<file path="src/rtl/itra_pkg.sv">
// Shared types, constants and the digit-to-ASCII function for the radix converter.
package itra_pkg;

	localparam int unsigned RADIX_W = 6;
	localparam int unsigned DIGIT_W = 6;
	localparam int unsigned CHAR_W  = 7;

	localparam logic [RADIX_W-1:0] RADIX_RESET = 6'd10;
	localparam logic [RADIX_W-1:0] RADIX_MIN   = 6'd2;
	localparam logic [RADIX_W-1:0] RADIX_MAX   = 6'd36;

	// register index, taken from paddr[2]
	localparam logic REG_RADIX = 1'b0;

	localparam logic [CHAR_W-1:0] CHAR_ZERO   = 7'd48;
	localparam logic [CHAR_W-1:0] CHAR_LETTER = 7'd55;

	typedef enum logic [4:0] {
		ST_IDLE = 5'b00001,
		ST_DIV  = 5'b00010,
		ST_RD   = 5'b00100,
		ST_LD   = 5'b01000,
		ST_OUT  = 5'b10000
	} itra_state_t;

	typedef struct packed {
		logic done;
		logic zero;
	} itra_div_sts_t;

	function automatic logic [CHAR_W-1:0] digit_ascii(input logic [DIGIT_W-1:0] d);
		logic [CHAR_W-1:0] c;
		if (d < 6'd10)
			c = CHAR_ZERO + {1'b0, d};
		else if (d < 6'd36)
			c = CHAR_LETTER + {1'b0, d};
		else
			c = CHAR_ZERO;
		return c;
	endfunction

endpackage

</file>
<file path="src/rtl/itra_ram.sv">
// Generic single-write, single-read RAM with registered read data.
module itra_ram #(
	parameter int unsigned WIDTH = 6,
	parameter int unsigned DEPTH = 32
) (
	input  logic                     clk,
	input  logic                     we,
	input  logic [$clog2(DEPTH)-1:0] waddr,
	input  logic [WIDTH-1:0]         wdata,
	input  logic [$clog2(DEPTH)-1:0] raddr,
	output logic [WIDTH-1:0]         rdata
);

	logic [WIDTH-1:0] mem_q [DEPTH];

	always_ff @(posedge clk) begin
		if (we)
			mem_q[waddr] <= wdata;
		rdata <= mem_q[raddr];
	end

endmodule

</file>
<file path="src/rtl/itra_divider.sv">
// Bit-serial restoring divider: value by a small base, one quotient bit per cycle.
module itra_divider #(
	parameter int unsigned VALUE_BITS = 32
) (
	input  logic                           clk,
	input  logic                           arst_n,
	input  logic                           start,
	input  logic [VALUE_BITS-1:0]          dividend,
	input  logic [itra_pkg::RADIX_W-1:0]   base,
	output logic [VALUE_BITS-1:0]          quotient,
	output logic [itra_pkg::DIGIT_W-1:0]   remainder,
	output itra_pkg::itra_div_sts_t        sts
);

	localparam int unsigned CNT_W = $clog2(VALUE_BITS);

	logic                         busy_q;
	logic                         done_q;
	logic [CNT_W-1:0]             cnt_q;
	logic [VALUE_BITS-1:0]        quo_q;
	logic [itra_pkg::DIGIT_W-1:0] rem_q;
	logic [itra_pkg::RADIX_W-1:0] base_q;

	logic [itra_pkg::DIGIT_W:0]   trial;
	logic [itra_pkg::DIGIT_W:0]   diff;
	logic                         ge;

	assign trial = {rem_q, quo_q[VALUE_BITS-1]};
	assign ge    = trial >= {1'b0, base_q};
	assign diff  = trial - {1'b0, base_q};

	always_ff @(posedge clk or negedge arst_n) begin
		if (!arst_n) begin
			busy_q <= 1'b0;
			done_q <= 1'b0;
			cnt_q  <= '0;
		end else begin
			done_q <= 1'b0;
			if (start) begin
				busy_q <= 1'b1;
				cnt_q  <= CNT_W'(VALUE_BITS - 1);
			end else if (busy_q) begin
				cnt_q <= cnt_q - 1'b1;
				if (cnt_q == '0) begin
					busy_q <= 1'b0;
					done_q <= 1'b1;
				end
			end
		end
	end

	always_ff @(posedge clk) begin
		if (start) begin
			quo_q  <= dividend;
			rem_q  <= '0;
			base_q <= base;
		end else if (busy_q) begin
			quo_q <= {quo_q[VALUE_BITS-2:0], ge};
			rem_q <= ge ? diff[itra_pkg::DIGIT_W-1:0] : trial[itra_pkg::DIGIT_W-1:0];
		end
	end

	assign quotient  = quo_q;
	assign remainder = rem_q;
	assign sts.done  = done_q;
	assign sts.zero  = (quo_q == '0);

endmodule

</file>
<file path="src/rtl/integer_to_radix_ascii.sv">
// Top level: converts an unsigned integer to upper-case ASCII digits in base 2 to 36.
// One word in gives one output word per digit, most significant digit first, tlast on the
// least significant one; zero gives the single digit '0'. The radix register (reset 10)
// holds the written value, which is saturated to 2..36 when used. Digits come from one
// bit-serial divider; digits are kept in a small RAM and read back through its registered
// port, each output word passing through the read, load and output states. The input is
// not ready while a conversion or its output is in progress.
module integer_to_radix_ascii #(
	parameter int unsigned VALUE_BITS = 32
) (
	input  logic        clk,
	input  logic        arst_n,
	input  logic        s_axis_tvalid,
	output logic        s_axis_tready,
	input  logic [31:0] s_axis_tdata,   // [31:0] value
	output logic        m_axis_tvalid,
	input  logic        m_axis_tready,
	output logic [7:0]  m_axis_tdata,   // [6:0] digit_char, [7] zero
	output logic        m_axis_tlast,
	input  logic        psel,
	input  logic        penable,
	input  logic        pwrite,
	input  logic [2:0]  paddr,
	input  logic [31:0] pwdata,
	output logic [31:0] prdata,
	output logic        pready
);

	localparam int unsigned AW   = $clog2(VALUE_BITS);
	localparam int unsigned CW   = $clog2(VALUE_BITS + 1);
	localparam int unsigned WIDE = (VALUE_BITS > 32) ? VALUE_BITS : 32;

	itra_pkg::itra_state_t        state_q;
	logic [itra_pkg::RADIX_W-1:0] radix_q;
	logic [itra_pkg::RADIX_W-1:0] base;
	logic [CW-1:0]                cnt_q;
	logic [AW-1:0]                pos_q;
	logic [itra_pkg::CHAR_W-1:0]  char_q;
	logic                         last_q;
	logic                         valid_q;

	logic [WIDE-1:0]              in_wide;
	logic [VALUE_BITS-1:0]        dividend;
	logic [VALUE_BITS-1:0]        div_quo;
	logic [itra_pkg::DIGIT_W-1:0] div_rem;
	itra_pkg::itra_div_sts_t      div_sts;
	logic                         div_start;
	logic                         in_fire;
	logic                         cfg_wr;
	logic                         div_end;
	logic [itra_pkg::DIGIT_W-1:0] rd_digit;

	assign pready = 1'b1;
	assign cfg_wr = psel && penable && pwrite && pready && (paddr[2] == itra_pkg::REG_RADIX);
	assign prdata = (paddr[2] == itra_pkg::REG_RADIX) ? {26'd0, radix_q} : 32'd0;

	always_ff @(posedge clk or negedge arst_n) begin
		if (!arst_n)
			radix_q <= itra_pkg::RADIX_RESET;
		else if (cfg_wr)
			radix_q <= pwdata[itra_pkg::RADIX_W-1:0];
	end

	always_comb begin
		if (radix_q < itra_pkg::RADIX_MIN)
			base = itra_pkg::RADIX_MIN;
		else if (radix_q > itra_pkg::RADIX_MAX)
			base = itra_pkg::RADIX_MAX;
		else
			base = radix_q;
	end

	assign s_axis_tready = (state_q == itra_pkg::ST_IDLE);
	assign in_fire       = s_axis_tvalid && s_axis_tready;
	assign in_wide       = WIDE'(s_axis_tdata);
	assign div_end       = (state_q == itra_pkg::ST_DIV) && div_sts.done &&
	                       (div_sts.zero || (cnt_q == CW'(VALUE_BITS - 1)));
	assign div_start     = in_fire ||
	                       ((state_q == itra_pkg::ST_DIV) && div_sts.done && !div_end);
	assign dividend      = in_fire ? in_wide[VALUE_BITS-1:0] : div_quo;

	itra_divider #(
		.VALUE_BITS(VALUE_BITS)
	) u_div (
		.clk      (clk),
		.arst_n   (arst_n),
		.start    (div_start),
		.dividend (dividend),
		.base     (base),
		.quotient (div_quo),
		.remainder(div_rem),
		.sts      (div_sts)
	);

	itra_ram #(
		.WIDTH(itra_pkg::DIGIT_W),
		.DEPTH(VALUE_BITS)
	) u_store (
		.clk  (clk),
		.we   ((state_q == itra_pkg::ST_DIV) && div_sts.done),
		.waddr(cnt_q[AW-1:0]),
		.wdata(div_rem),
		.raddr(pos_q),
		.rdata(rd_digit)
	);

	always_ff @(posedge clk or negedge arst_n) begin
		if (!arst_n) begin
			state_q <= itra_pkg::ST_IDLE;
			cnt_q   <= '0;
			pos_q   <= '0;
			valid_q <= 1'b0;
		end else begin
			case (state_q)
				itra_pkg::ST_IDLE: begin
					if (in_fire) begin
						cnt_q   <= '0;
						state_q <= itra_pkg::ST_DIV;
					end
				end
				itra_pkg::ST_DIV: begin
					if (div_sts.done) begin
						cnt_q <= cnt_q + 1'b1;
						if (div_end) begin
							pos_q   <= cnt_q[AW-1:0];
							state_q <= itra_pkg::ST_RD;
						end
					end
				end
				itra_pkg::ST_RD: begin
					state_q <= itra_pkg::ST_LD;
				end
				itra_pkg::ST_LD: begin
					valid_q <= 1'b1;
					state_q <= itra_pkg::ST_OUT;
				end
				itra_pkg::ST_OUT: begin
					if (m_axis_tready) begin
						valid_q <= 1'b0;
						if (pos_q == '0) begin
							state_q <= itra_pkg::ST_IDLE;
						end else begin
							pos_q   <= pos_q - 1'b1;
							state_q <= itra_pkg::ST_RD;
						end
					end
				end
				default: begin
					state_q <= itra_pkg::ST_IDLE;
					valid_q <= 1'b0;
				end
			endcase
		end
	end

	always_ff @(posedge clk) begin
		if (state_q == itra_pkg::ST_LD) begin
			char_q <= itra_pkg::digit_ascii(rd_digit);
			last_q <= (pos_q == '0);
		end
	end

	assign m_axis_tvalid = valid_q;
	assign m_axis_tdata  = {1'b0, char_q};
	assign m_axis_tlast  = last_q;

	a_no_overlap: assert property (@(posedge clk) disable iff (!arst_n)
		!(s_axis_tready && m_axis_tvalid))
		else $error("input ready while an output word is pending");

	a_count_bound: assert property (@(posedge clk) disable iff (!arst_n)
		cnt_q <= CW'(VALUE_BITS))
		else $error("digit count above store depth");

	a_pos_bound: assert property (@(posedge clk) disable iff (!arst_n)
		(state_q == itra_pkg::ST_OUT) |-> (CW'(pos_q) < cnt_q))
		else $error("read position beyond stored digits");

	a_last_ends: assert property (@(posedge clk) disable iff (!arst_n)
		(m_axis_tvalid && m_axis_tready && m_axis_tlast) |=> s_axis_tready)
		else $error("block not idle after final digit");

	a_valid_state: assert property (@(posedge clk) disable iff (!arst_n)
		m_axis_tvalid |-> (state_q == itra_pkg::ST_OUT))
		else $error("output valid outside output state");

endmodule

</file>
<file path="config.mk">
export PLATFORM = sky130hd
export DESIGN_NAME = integer_to_radix_ascii
export DESIGN_NICKNAME = d
export VERILOG_FILES = /design/src/rtl/itra_pkg.sv /design/src/rtl/itra_ram.sv /design/src/rtl/itra_divider.sv /design/src/rtl/integer_to_radix_ascii.sv
export SDC_FILE = /design/constraint.sdc
export NUM_CORES = 1
export LEC_CHECK = 0
export BUFFER_PORTS_ARGS = -buffer_cell sky130_fd_sc_hd__buf_2
export CAP_MARGIN = 20
export CORE_UTILIZATION = 50
export DETAILED_ROUTE_END_ITERATION = 16
export HOLD_SLACK_MARGIN = 0.03
export PLACE_DENSITY = 0.67
export SLEW_MARGIN = 25
export SYNTH_ARGS = -nofsm -noshare
export SYNTH_HDL_FRONTEND = slang
export SYNTH_SLANG_ARGS = --single-unit
</file>
<file path="constraint.sdc">
create_clock -name clk -period 5.5 [get_ports clk]
set_input_delay 1.1 -clock clk [delete_from_list [all_inputs] [get_ports clk]]
set_output_delay 1.1 -clock clk [all_outputs]
set_load 0.005 [all_outputs]
</file>
==> results by group <==
CTS
  – Clock-pin slew reported for the worst setup and hold paths after clock tree synthesis: 60 ps
  – Count of hold buffers inserted by post-cts repair: 0
  – Post-CTS resize count: 0
  – Deepest level of the CTS H-tree: 1
  – Number of buffers on the longest clock path: 3
  – Postcts setup bufs: 0
  – Count of clock tree sinks: 280
  – Source-to-sink clock delay at the later pin of the worst-skew pair: ~550 ps
  – Clock root buffer: clkbuf_16
  – Number of CTS-inserted buffers: 29
  – Clock tree from TritonCTS: yes

Critical path
  – Data arrival time of the worst path: approximately 3600 ps
  – Crit path top cell by count: buf_4
  – Cells along the critical path: nand3_1, o32ai_1, o21a_1, buf_4, inv_2, o21ai_2, buf_4
  – Crit path largest cell delay: about 600 ps
  – Critical Path End Type: flop
  – Data required, critical path: 5700 ps
  – Crit path buf inv count: 3
  – Largest delay contributor family on the critical path: buffers and inverters
  – Crit path max-delay cell type: dfrtp_1
  – Startpoint class of the critical path: flop
  – Peak fanout along the critical path: 47
  – Critical path type: flop to flop

Timing
  – Pins over their slew limit: 0
  – Min Tclk post-route: around 3400 ps
  – Maximum frequency from static timing analysis: roughly 0.30 GHz
  – Worst-case setup margin in the final layout: 2130 ps
  – Final Hold Violating Endpoints: 0
  – Worst max-slew margin expressed relative to the limit: 0.466
  – Number of failing setup endpoints in the final timing report: 0
  – Setup Total Neg Slack: 0 ps
  – Post-route clock skew: 19.8 ps
  – Crit share post-route: 0.612
  – Tightest Pin Transition: approximately 800 ps
  – Unrepaired setup endpoints after global routing: no

Route
  – Final Routed Wirelength: ~23000 µm
  – TritonRoute pass-1 iters: 6
  – Post-detailed-route DRC marker count: 0
  – Routed length per instance: 18.8 µm
  – Post-DRT Antenna Nets: 0
  – First DRT Iteration DRCs: 469
  – Average vias per placed instance: approximately 5.4
  – Via count of the routed design: between 6k and 7k

Placed design
  – GPL Wtd Cong: ~0.78
  – Worst slack, placed: 2150 ps
  – Post-DP HPWL: about 14000 µm
  – Count of buffers from port buffering: just over 60

Logic synthesis
  – Number of cells produced by synthesis: 794
  – Number of warnings issued by yosys: 0
  – Post-synth cell types: 55
  – Flops & latches, synth: 280
  – Netlist area before placement: about 0.012 mm²
  – Number of flops mapped to enable cells by yosys: between 200 and 250
  – Synthesized area per cell: about 15 µm²
  – Async SR Flop Fraction: 0.107
  – Top flip-flop cell by instance count after synthesis: edfxtp_1
  – Portion of the post-synthesis area used by sequential elements: 0.678

Outcome
  – Run status: complete, no violations

Layout
  – Most common cell after layout, fill and taps aside: edfxtp_1
  – Area Overhead vs Synth: 12.8%
  – Commonest cells after routing, fill and taps aside: edfxtp_1 (238), nand2_1 (130), buf_2 (61), mux4_2 (60), nor2_1 (59)
  – Nets@finish: roughly 950
  – # diodes: 0
  – Share of post-route cells with drive strength above 1: 0.232

GRT
  – Via count of the first global-routing pass: approximately 6.4k
  – GR Util All Layers: 0.191
  – Initial antenna violation count: 0
  – Largest net degree at the start of global routing: 52
  – First-pass GRT wire length: between 30000 and 40000 µm
  – Leftover overflow at the end of global routing: 0

Floorplanning
  – I/O pin cnt: ~120
  – Core Box Area: 0.0235 mm²
  – Die Width: roughly 160 µm
  – Effective utilization at floorplan: 0.510
  – Height of the die: about 160 µm
  – Area of the die: 0.0246 mm²
  – Core Rows: 56

Power and ir drop
  – Worst vdd rail ir drop: 0.336 mV
  – Power, Total: ~7000 µW
  – Cell Pwr Density: roughly 520 mW/mm²
  – Leakage component of the power: ~0.0049 µW

Job
  – Max-cap violations: 0

Hold path
  – Hold/Removal Path Class: flop to flop
[metal layers]
metal	part of all wire	global-route usage	up-vias
met5	0	0	-
met4	0.021	0.0500	0
met3	0.062	0.0311	38
met2	0.49	0.319	207
met1	0.43	0.261	3222
li1	-	-	3051
[power by group]
group / switching (µW) / total (µW) / internal, µW
Combinational: 1100 / 1970 / 870
Clock: 789 / 1940 / 1160
Sequential: 226 / 3090 / 2860
Total: 2120 / 7010 / 4890
[registers in the layout, indices dropped and copies added, names as in the netlist, 6 cells and up]
signal	cells
u_div.remainder	6
u_store.mem_q	192
char_q	7
u_div.quotient	32
u_store.rdata	6
cnt_q	6
radix_q	6
u_div.base_q	6
[cell type report]
cell class	instances	area, µm²
fill	1895	10000
sequential	280	8150
multi-input combinational	454	3510
clock buffer	39	833
timing repair buffer	72	428
tap	319	399
clock inverter	15	136
inverter	23	86.3
[synthesized netlist by cell type, types with 3 or more instances]
master,count,area share
edfxtp_1,238,0.60
nand2_1,130,0.041
mux4_2,60,0.11
nor2_1,59,0.018
buf_4,33,0.021
dfrtp_1,27,0.056
o21ai_0,26,0.011
inv_1,22,0.0069
clkbuf_1,21,0.0066
ha_1,18,0.019
a21oi_1,17,0.0071
dfxtp_1,12,0.020
mux2_2,12,0.011
nor3_1,9,0.0038
nor4_1,9,0.0047
nor2b_1,8,0.0042
xnor2_1,8,0.0058
buf_2,7,0.0029
nand2b_1,7,0.0036
nand3b_1,5,0.0031
o21a_1,5,0.0031
mux2i_1,4,0.0033
nand4_1,4,0.0021
a211oi_1,3,0.0019
dfstp_2,3,0.0066
nand3_1,3,0.0012
or2_2,3,0.0016
xor2_1,3,0.0022
[worst min-delay path: cells and delay by family (launching register included)]
family | cells | cell delay, ps
DFF | 1 | 330
AOI/OAI and AO/OA | 1 | 60
and+or+nand+nor | 1 | 60
[worst paths after layout]
kind,from,end,slack [ps],depth (start not counted)
worst max-delay path,cnt_q[2],u_div.quotient[3],2130,7
worst min-delay path,m_axis_tvalid,m_axis_tvalid,490,2
worst max register to register,cnt_q[2],u_div.quotient[3],2130,7
worst min register to register,m_axis_tvalid,m_axis_tvalid,490,2
max in group asynchronous,arst_n,pos_q[0],4340,1
min in group asynchronous,arst_n,state_q[4],600,1
[logic make-up after synthesis]
logic type               Yosys count  share of synthesized area
AND/OR/NAND/NOR                  249                     0.0915
AO/OA/AOI/OAI                     70                     0.0357
multiplexers                      76                      0.127
flip-flops                       280                      0.678
other                              2                   0.000625
buffers and inverters             86                     0.0379
XOR/XNOR                          11                    0.00802
adder cells (fa/ha/maj)           20                     0.0213
[per-stage QoR]
stage | util | hold slack [ps] | cells | area (µm²)
6_report | 0.575 | 492 | 1202 | 13500
5_1_grt | 0.575 | 540 | 1202 | 13500
4_1_cts | 0.573 | 499 | 1200 | 13500
3_5_place_dp | 0.532 | 484 | 1146 | 12500
3_3_place_gp | 0.532 | 477 | 1146 | 12500
2_1_floorplan | - | 480 | 820 | 12100
Note: power is estimated with default switching activity, not from simulation.
